===== src/rtl/core/u8d_pkg.sv =====
package u8d_pkg;

  // Result kinds on out_tuser.
  localparam logic [1:0] KIND_TEXT = 2'd0;
  localparam logic [1:0] KIND_TERM = 2'd1;
  localparam logic [1:0] KIND_ERR  = 2'd2;

  localparam int unsigned Q_DEPTH = 4;
  localparam int unsigned Q_AW    = $clog2(Q_DEPTH);

  localparam logic [7:0] CHAR_BSLASH = 8'h5C;
  localparam logic [7:0] CHAR_U      = 8'h75;

  typedef enum logic [2:0] {
    PH_IDLE = 3'b001,
    PH_SEQ  = 3'b010,
    PH_DROP = 3'b100
  } phase_t;

  typedef enum logic [1:0] {
    JOB_TEXT,
    JOB_TERM,
    JOB_ERR,
    JOB_ESC
  } job_op_t;

  // One unit of work for the back end.
  typedef struct packed {
    job_op_t     op;
    logic [7:0]  ch;        // passthrough character
    logic [20:0] cp;        // finished code point
    logic [2:0]  ndig;      // hex digits, 4..6
    logic        add_term;  // terminator follows
  } job_t;

  function automatic logic [7:0] hex_char(input logic [3:0] d);
    logic [7:0] c;
    if (d < 4'd10) begin
      c = 8'h30 + {4'h0, d};
    end else begin
      c = 8'h37 + {4'h0, d};
    end
    return c;
  endfunction

endpackage


===== src/rtl/core/u8d_front.sv =====
module u8d_front (
  input  logic              clk,
  input  logic              rst_n,
  input  logic              in_tvalid,
  output logic              in_tready,
  input  logic [7:0]        in_tdata,
  input  logic              in_tlast,
  input  logic              q_full,
  output logic              push,
  output u8d_pkg::job_t     push_job
);

  u8d_pkg::phase_t phase_r, phase_nxt;
  logic [1:0]      left_r, left_nxt;
  logic [20:0]     acc_r, acc_nxt;
  logic            job_vld;
  logic            ends;
  logic            is_cont;
  logic [20:0]     acc_shift;
  logic            accept;

  assign in_tready = !q_full;
  assign accept    = in_tvalid && in_tready;
  assign ends      = in_tlast || (in_tdata == 8'h00);
  assign is_cont   = (in_tdata[7:6] == 2'b10);
  assign acc_shift = {acc_r[14:0], in_tdata[5:0]};
  assign push      = accept && job_vld;

  always_comb begin
    phase_nxt         = phase_r;
    left_nxt          = left_r;
    acc_nxt           = acc_r;
    job_vld           = 1'b0;
    push_job.op       = u8d_pkg::JOB_ERR;
    push_job.ch       = in_tdata;
    push_job.cp       = acc_shift;
    push_job.add_term = 1'b0;
    push_job.ndig     = acc_shift[20] ? 3'd6 : ((acc_shift[19:16] != 4'h0) ? 3'd5 : 3'd4);
    unique case (phase_r)
      u8d_pkg::PH_DROP: begin
        if (ends) begin
          phase_nxt = u8d_pkg::PH_IDLE;
        end
      end
      u8d_pkg::PH_SEQ: begin
        job_vld = 1'b0;
        if (is_cont) begin
          acc_nxt = acc_shift;
          if (left_r <= 2'd1) begin
            left_nxt          = 2'd0;
            phase_nxt         = u8d_pkg::PH_IDLE;
            job_vld           = 1'b1;
            push_job.op       = u8d_pkg::JOB_ESC;
            push_job.add_term = ends;
          end else begin
            left_nxt = left_r - 2'd1;
            if (ends) begin
              job_vld   = 1'b1;
              phase_nxt = u8d_pkg::PH_IDLE;
              left_nxt  = 2'd0;
            end
          end
        end else begin
          job_vld   = 1'b1;
          left_nxt  = 2'd0;
          phase_nxt = ends ? u8d_pkg::PH_IDLE : u8d_pkg::PH_DROP;
        end
      end
      default: begin
        // idle, and any stray code
        phase_nxt = u8d_pkg::PH_IDLE;
        job_vld   = 1'b1;
        if (in_tdata == 8'h00) begin
          push_job.op = u8d_pkg::JOB_TERM;
        end else if (!in_tdata[7]) begin
          push_job.op       = u8d_pkg::JOB_TEXT;
          push_job.add_term = ends;
        end else if (in_tdata[7:5] == 3'b110 || in_tdata[7:4] == 4'b1110 ||
                     in_tdata[7:3] == 5'b11110) begin
          if (in_tdata[7:5] == 3'b110) begin
            acc_nxt  = {16'h0, in_tdata[4:0]};
            left_nxt = 2'd1;
          end else if (in_tdata[7:4] == 4'b1110) begin
            acc_nxt  = {17'h0, in_tdata[3:0]};
            left_nxt = 2'd2;
          end else begin
            acc_nxt  = {18'h0, in_tdata[2:0]};
            left_nxt = 2'd3;
          end
          if (ends) begin
            left_nxt = left_r;  // truncated lead: error, count untouched
          end else begin
            job_vld   = 1'b0;
            phase_nxt = u8d_pkg::PH_SEQ;
          end
        end else begin
          phase_nxt = ends ? u8d_pkg::PH_IDLE : u8d_pkg::PH_DROP;
        end
      end
    endcase
  end

  always_ff @(posedge clk) begin
    if (!rst_n) begin
      phase_r <= u8d_pkg::PH_IDLE;
      left_r  <= 2'd0;
      acc_r   <= 21'd0;
    end else if (accept) begin
      phase_r <= phase_nxt;
      left_r  <= left_nxt;
      acc_r   <= acc_nxt;
    end
  end

endmodule


===== src/rtl/core/u8d_queue.sv =====
module u8d_queue (
  input  logic          clk,
  input  logic          rst_n,
  input  logic          push,
  input  u8d_pkg::job_t push_job,
  input  logic          pop,
  output logic          full,
  output logic          head_vld,
  output u8d_pkg::job_t head_job
);

  u8d_pkg::job_t                mem [u8d_pkg::Q_DEPTH];
  logic [u8d_pkg::Q_AW-1:0]     wr_ptr_r, wr_ptr_nxt;
  logic [u8d_pkg::Q_AW-1:0]     rd_ptr_r, rd_ptr_nxt;
  logic [u8d_pkg::Q_AW:0]       cnt_r, cnt_nxt;

  assign full     = (cnt_r == (u8d_pkg::Q_AW+1)'(u8d_pkg::Q_DEPTH));
  assign head_vld = (cnt_r != '0);
  assign head_job = mem[rd_ptr_r];

  always_comb begin
    wr_ptr_nxt = push ? wr_ptr_r + 1'b1 : wr_ptr_r;
    rd_ptr_nxt = pop ? rd_ptr_r + 1'b1 : rd_ptr_r;
    cnt_nxt    = cnt_r + {{u8d_pkg::Q_AW{1'b0}}, push} - {{u8d_pkg::Q_AW{1'b0}}, pop};
  end

  always_ff @(posedge clk) begin
    if (push) begin
      mem[wr_ptr_r] <= push_job;
    end
  end

  always_ff @(posedge clk) begin
    if (!rst_n) begin
      wr_ptr_r <= '0;
      rd_ptr_r <= '0;
      cnt_r    <= '0;
    end else begin
      wr_ptr_r <= wr_ptr_nxt;
      rd_ptr_r <= rd_ptr_nxt;
      cnt_r    <= cnt_nxt;
    end
  end

endmodule


===== src/rtl/core/u8d_back.sv =====
module u8d_back (
  input  logic          clk,
  input  logic          rst_n,
  input  logic          head_vld,
  input  u8d_pkg::job_t head_job,
  output logic          pop,
  output logic          out_tvalid,
  input  logic          out_tready,
  output logic [7:0]    out_tdata,
  output logic [1:0]    out_tuser,
  output logic          out_tlast
);

  u8d_pkg::job_t job_r, job_nxt;
  logic          busy_r, busy_nxt;
  logic [3:0]    step_r, step_nxt;
  logic          ovld_r, ovld_nxt;
  logic [7:0]    ochar_r, ochar_nxt;
  logic [1:0]    okind_r, okind_nxt;
  logic          olast_r, olast_nxt;

  logic          adv;
  logic [3:0]    base;
  logic [3:0]    total;
  logic          is_last;
  logic [2:0]    dig_idx;
  logic [3:0]    nib;
  logic [7:0]    r_char;
  logic [1:0]    r_kind;

  assign adv     = !ovld_r || out_tready;
  assign base    = (job_r.op == u8d_pkg::JOB_ESC) ? 4'd2 + {1'b0, job_r.ndig} : 4'd1;
  assign total   = base + {3'b000, job_r.add_term};
  assign is_last = (step_r == total - 4'd1);
  assign dig_idx = job_r.ndig + 3'd1 - step_r[2:0];
  assign pop     = head_vld && (!busy_r || (adv && is_last));

  always_comb begin
    unique case (dig_idx)
      3'd0:    nib = job_r.cp[3:0];
      3'd1:    nib = job_r.cp[7:4];
      3'd2:    nib = job_r.cp[11:8];
      3'd3:    nib = job_r.cp[15:12];
      3'd4:    nib = job_r.cp[19:16];
      3'd5:    nib = {3'b000, job_r.cp[20]};
      default: nib = 4'h0;
    endcase
  end

  always_comb begin
    r_char = 8'h00;
    r_kind = u8d_pkg::KIND_TEXT;
    if (step_r == base) begin
      r_kind = u8d_pkg::KIND_TERM;
    end else begin
      unique case (job_r.op)
        u8d_pkg::JOB_TEXT: r_char = job_r.ch;
        u8d_pkg::JOB_TERM: r_kind = u8d_pkg::KIND_TERM;
        u8d_pkg::JOB_ERR:  r_kind = u8d_pkg::KIND_ERR;
        u8d_pkg::JOB_ESC: begin
          if (step_r == 4'd0) begin
            r_char = u8d_pkg::CHAR_BSLASH;
          end else if (step_r == 4'd1) begin
            r_char = u8d_pkg::CHAR_U;
          end else begin
            r_char = u8d_pkg::hex_char(nib);
          end
        end
        default: r_kind = u8d_pkg::KIND_ERR;
      endcase
    end
  end

  always_comb begin
    job_nxt   = job_r;
    busy_nxt  = busy_r;
    step_nxt  = step_r;
    ovld_nxt  = ovld_r;
    ochar_nxt = ochar_r;
    okind_nxt = okind_r;
    olast_nxt = olast_r;
    if (adv) begin
      ovld_nxt = busy_r;
      if (busy_r) begin
        ochar_nxt = r_char;
        okind_nxt = r_kind;
        olast_nxt = is_last;
        step_nxt  = step_r + 4'd1;
        if (is_last) begin
          busy_nxt = 1'b0;
        end
      end
    end
    if (pop) begin
      job_nxt  = head_job;
      busy_nxt = 1'b1;
      step_nxt = 4'd0;
    end
  end

  always_ff @(posedge clk) begin
    if (!rst_n) begin
      busy_r <= 1'b0;
      ovld_r <= 1'b0;
      step_r <= 4'd0;
    end else begin
      busy_r <= busy_nxt;
      ovld_r <= ovld_nxt;
      step_r <= step_nxt;
    end
  end

  always_ff @(posedge clk) begin
    job_r   <= job_nxt;
    ochar_r <= ochar_nxt;
    okind_r <= okind_nxt;
    olast_r <= olast_nxt;
  end

  assign out_tvalid = ovld_r;
  assign out_tdata  = ochar_r;
  assign out_tuser  = okind_r;
  assign out_tlast  = olast_r;

endmodule


===== src/rtl/core/utf8_to_unicode_escape_decoder_unit.sv =====
// UTF-8 to "\u" escape decoder. Bytes of UTF-8 text enter one per item on the
// in_ stream (in_tlast marks a string's final byte; a zero byte ends a string
// too). ASCII passes through as one text result; a 2, 3 or 4 byte sequence
// becomes '\', 'u' and 4 to 6 uppercase hex digits; each good string closes
// with one terminator result (kind 1, data 0). A bad lead byte, a missing
// continuation byte or a string that ends mid-sequence gives one error result
// (kind 2) and the rest of the string is dropped with no terminator. Overlong
// forms and surrogates are not rejected. out_tlast flags the final result
// caused by each input byte. Rate: the front end takes at most one byte a
// cycle and hands work to a 4-entry queue; the back end emits one result a
// cycle while the receiver is ready, with no gap between jobs; a byte gives 0
// to 9 results, about 3 a byte on two-byte text and 1 on plain ASCII. The
// input stalls only when the queue fills. The first result of a byte passes
// through the queue, the back end's job register and its output register.
// Both stream sides may stall independently; no clearing pass after reset.
module utf8_to_unicode_escape_decoder_unit (
  input  logic       clk,
  input  logic       rst_n,
  input  logic       in_tvalid,
  output logic       in_tready,
  input  logic [7:0] in_tdata,   // [7:0] in_byte
  input  logic       in_tlast,   // string_end
  output logic       out_tvalid,
  input  logic       out_tready,
  output logic [7:0] out_tdata,  // [7:0] out_char
  output logic [1:0] out_tuser,  // [1:0] kind
  output logic       out_tlast   // run_last
);

  // front end to queue
  logic          q_full;
  logic          push;
  u8d_pkg::job_t push_job;

  // queue to back end
  logic          head_vld;
  u8d_pkg::job_t head_job;
  logic          pop;

  // Byte classifier and sequence tracker: one job per byte that yields output.
  u8d_front u_front (
    .clk       (clk),
    .rst_n     (rst_n),
    .in_tvalid (in_tvalid),
    .in_tready (in_tready),
    .in_tdata  (in_tdata),
    .in_tlast  (in_tlast),
    .q_full    (q_full),
    .push      (push),
    .push_job  (push_job)
  );

  // Decouples byte intake from result expansion.
  u8d_queue u_queue (
    .clk      (clk),
    .rst_n    (rst_n),
    .push     (push),
    .push_job (push_job),
    .pop      (pop),
    .full     (q_full),
    .head_vld (head_vld),
    .head_job (head_job)
  );

  // Expands each job into its results, one per cycle unless the receiver stalls, through an output reg.
  u8d_back u_back (
    .clk        (clk),
    .rst_n      (rst_n),
    .head_vld   (head_vld),
    .head_job   (head_job),
    .pop        (pop),
    .out_tvalid (out_tvalid),
    .out_tready (out_tready),
    .out_tdata  (out_tdata),
    .out_tuser  (out_tuser),
    .out_tlast  (out_tlast)
  );

endmodule


===== config.mk =====
export PLATFORM = sky130hd
export DESIGN_NAME = utf8_to_unicode_escape_decoder_unit
export DESIGN_NICKNAME = d
export VERILOG_FILES = /design/src/rtl/core/u8d_pkg.sv /design/src/rtl/core/u8d_front.sv /design/src/rtl/core/u8d_queue.sv /design/src/rtl/core/u8d_back.sv /design/src/rtl/core/utf8_to_unicode_escape_decoder_unit.sv
export SDC_FILE = /design/constraint.sdc
export NUM_CORES = 1
export LEC_CHECK = 0
export BUFFER_PORTS_ARGS = -buffer_cell sky130_fd_sc_hd__clkbuf_2
export CORE_AREA = 2 2 163 165
export DETAILED_ROUTE_END_ITERATION = 10
export DIE_AREA = 0 0 165 167
export MAX_ROUTING_LAYER = met4
export PLACE_DENSITY = 0.41
export SYNTH_ARGS = -nofsm -noshare
export SYNTH_HDL_FRONTEND = slang
export SYNTH_SLANG_ARGS = --single-unit

===== constraint.sdc =====
create_clock -name clk -period 5.6 [get_ports clk]
set_input_delay 0.28 -clock clk [delete_from_list [all_inputs] [get_ports clk]]
set_output_delay 0.28 -clock clk [all_outputs]
set_load 0.01 [all_outputs]

==> metrics.csv <==
metric;value;unit
synth_seq_area_share;0.665;
layoutNonFillerInstCount;862;
comb_power_share;0.282;
setup_tns;0;ns
antennaDiodeCount;0;
place_ws;1.77;ns
fin_area;8740;sq um
slowest_stage;a31oi_1;
maxSlewViolCount;0;
cts_root_buffer;clkbuf_16;
coreArea;25800;sq um
relSlewSlack;0.427;
synth.top_cell.area_share;0.578;
rsz0062_at_grt;false;
die-area;27600;sq um
antenna_found_initial;0;
status;completed;
crit_buf_inv;4;
ctsResizeCount;0;
cp_max_fo;28;
async_reset_ff_frac;0;
crit_arrival;4.15;ns
layout_setup_ws;1.76;ns
synth_ff_type;edfxtp_1;
total_power;4.50;mW
die_h;167;um
crit_type;flop to flop;
grt_max_degree;31;
drive_above_1_share;0.214;
synth_edf_count;146;
post_cts_buffers;0;
period_share;0.685;
synth-seq-cells;179;
hold_buffers;0;
worstSetupStartpointType;flop;
cellPowerDensity;515;nW/um^2
fillers;2455;
end_kind;flop;
power.leakage;2.94;nW
place.gp.congestion;0.751;
pwr-share-clk;0.287;
grt_pass1_vias;4156;
clk_pin_slew;0.07;ns
dp.cells;830;
synth_nets;516;
num_io_pins;26;
p_switching;1.40;mW
ir_drop;0.190;mV
placed_area;8100;sq um
rows;59;
portBuffers;25;
hp-class;primary input to flop;
die_w;165;um
numCtsBuffers;17;
fmax;0.261;GHz
whs;0.130;ns
final_antenna_net_count;0;
start_util;0.295;
track_usage;0.124;
report.final.hold_viol_count;0;
wirelength;15400;um
cap_violations;0;
min_period;3.84;ns
dpl.hpwl;9910;um
required;5.92;ns
vias;3961;
firstDrtPassIters;4;
clk_latency;0.43;ns
synth_area_leaders;edfxtp_1 (58%), mux4_2 (9.2%), dfxtp_1 (8.7%);
routedWlPerCell;17.9;um
cts_tree;yes;
fin_util;0.339;
drtIter0Drc;210;
routed_via_density;4.60;
seqPwrFrac;0.432;
setup_viol;0;
h-tree-depth;4;
ys_warn_count;0;
grt_overflow_total;0;
path_cells;ha_1 -> inv_1 -> nor2_1 -> ha_1 -> inv_1 -> ha_1 -> xor2_1 -> nor3_1 -> a31oi_1 -> nor2_2 -> buf_4 -> ha_1 -> inv_1 -> ha_1 -> fa_1 -> xnor2_1 -> and2_1;
grt_pass1_wl;24400;um
crit_path_frequent_cell;ha_1;
clockBufferDepth;2;
intPower;3.10;mW
ys_types;62;
drc;0;
synth.avg_cell_area;15.7;sq um
syn-cell-area;7590;sq um
critPathTopFamily;adder cells;
postSynthCellCount;482;
tightest_slew;0.860;ns
p_sw_frac;0.312;
fin_nets;548;
syn2layout_area_growth;15.1;%
clock_skew;0.0129;ns
clock_sinks;179;
synth.largest_area_cell;edfxtp_1;
critical-path-max-stage-delay;0.49;ns
-- cell usage after synthesis, types with 3 or more instances --
cell / number
edfxtp_1: 146
dfxtp_1: 33
mux4_2: 31
nand2_1: 24
inv_1: 21
ha_1: 20
nand2b_1: 19
nor2_1: 17
nand3_1: 13
a21boi_1: 12
o21ai_0: 12
a21oi_1: 11
and2_1: 11
clkbuf_1: 9
xnor2_1: 8
mux2i_1: 7
nor2b_1: 7
buf_2: 6
o211ai_1: 5
xor2_1: 5
nand4_1: 4
o211a_1: 4
or3_1: 4
a21boi_0: 3
a31oi_1: 3
nor4_1: 3
or3b_2: 3
-- cells by family after synthesis --
family,Yosys count,synth area share
and+or+nand+nor,119,0.0875
adders and majority gates,21,0.0356
DFF,179,0.665
AOI/OAI and AO/OA,69,0.0679
buffers and inverters,42,0.0249
muxes,38,0.101
xor gates and xnor gates,14,0.0183
-- power groups by stage --
stage / clock, mW / sequential [mW] / combinational (mW)
6_report: 1.29 / 1.94 / 1.27
5_1_grt: 1.39 / 1.98 / 1.43
4_1_cts: 1.33 / 1.95 / 1.30
3_5_place_dp: 0 / 1.98 / 1.30
3_3_place_gp: 0 / 1.97 / 1.28
2_1_floorplan: 0 / 1.92 / 0.967
-- sequential cells by signal (all words and copies together), names as in the netlist, 2 cells and up --
signal	cells
u_front.phase_r	3
u_queue.rd_ptr_r	2
u_back.out_tdata	8
u_queue.cnt_r	3
u_front.left_r	2
u_queue.mem	108
u_back.out_tuser	2
u_back.job_r	27
u_back.step_r	4
u_queue.wr_ptr_r	2
u_front.acc_r	15
-- placed cells by master (no fill, tap or decap), types with 3 or more instances in the layout --
master     instances
or3b_2             3
nor4_1             3
nand2b_1          19
xor2_1             5
or3_1              4
clkbuf_2          25
nand3_1           13
mux4_2            31
nand2_1           24
bufinv_16          4
inv_1             21
edfxtp_1         146
nand4_1            4
a21boi_0           3
nor2b_1            7
a31oi_1            3
o211ai_1           5
nor2_1            16
xnor2_1            8
inv_6              5
clkbuf_16         17
a21oi_1           11
o211a_1            4
ha_1              20
mux2i_1            7
a21boi_1          12
buf_4              9
dfxtp_1           31
o21ai_0           12
and2_1            11
-- worst paths after layout --
check,cells past startpoint,startpoint,end,slack [ns]
setup / recovery,17,u_back.job_r[33],u_queue.cnt_r[2],1.76
hold / removal,1,in_tdata[2],u_queue.mem[3][26],0.13
setup reg to reg,17,u_back.job_r[33],u_queue.cnt_r[2],1.76
hold reg to reg,2,u_back.busy_r,u_back.out_tvalid,0.51
-- final cells by class --
type / count / area, sq um / area share
well taps: 335 / 419 / 0.0480
multi-input cells: 261 / 2360 / 0.270
inverters: 21 / 78.8 / 0.00902
clock buffers: 17 / 425 / 0.0487
clock inverters: 15 / 216 / 0.0248
repair buffers: 34 / 193 / 0.0220
flip-flops and latches: 179 / 5050 / 0.578
-- layer usage --
layer,routed length (um),up-vias,track usage
li1,-,1901,-
met1,7500,1996,0.161
met2,7380,50,0.193
met3,357,14,0.0271
met4,192,0,0.0423
met5,0,-,-
-- worst register-to-register path, delay by kind of cell, from the launching register on --
kind | cells | cell delay [ns]
adder cells (fa/ha/maj) | 6 | 1.70
AO/OA/AOI/OAI | 1 | 0.49
buffers and inverters | 4 | 0.48
flip-flops | 1 | 0.39
AND/OR/NAND/NOR | 4 | 0.39
XOR/XNOR | 2 | 0.28
(Power assumes the default switching activity.)
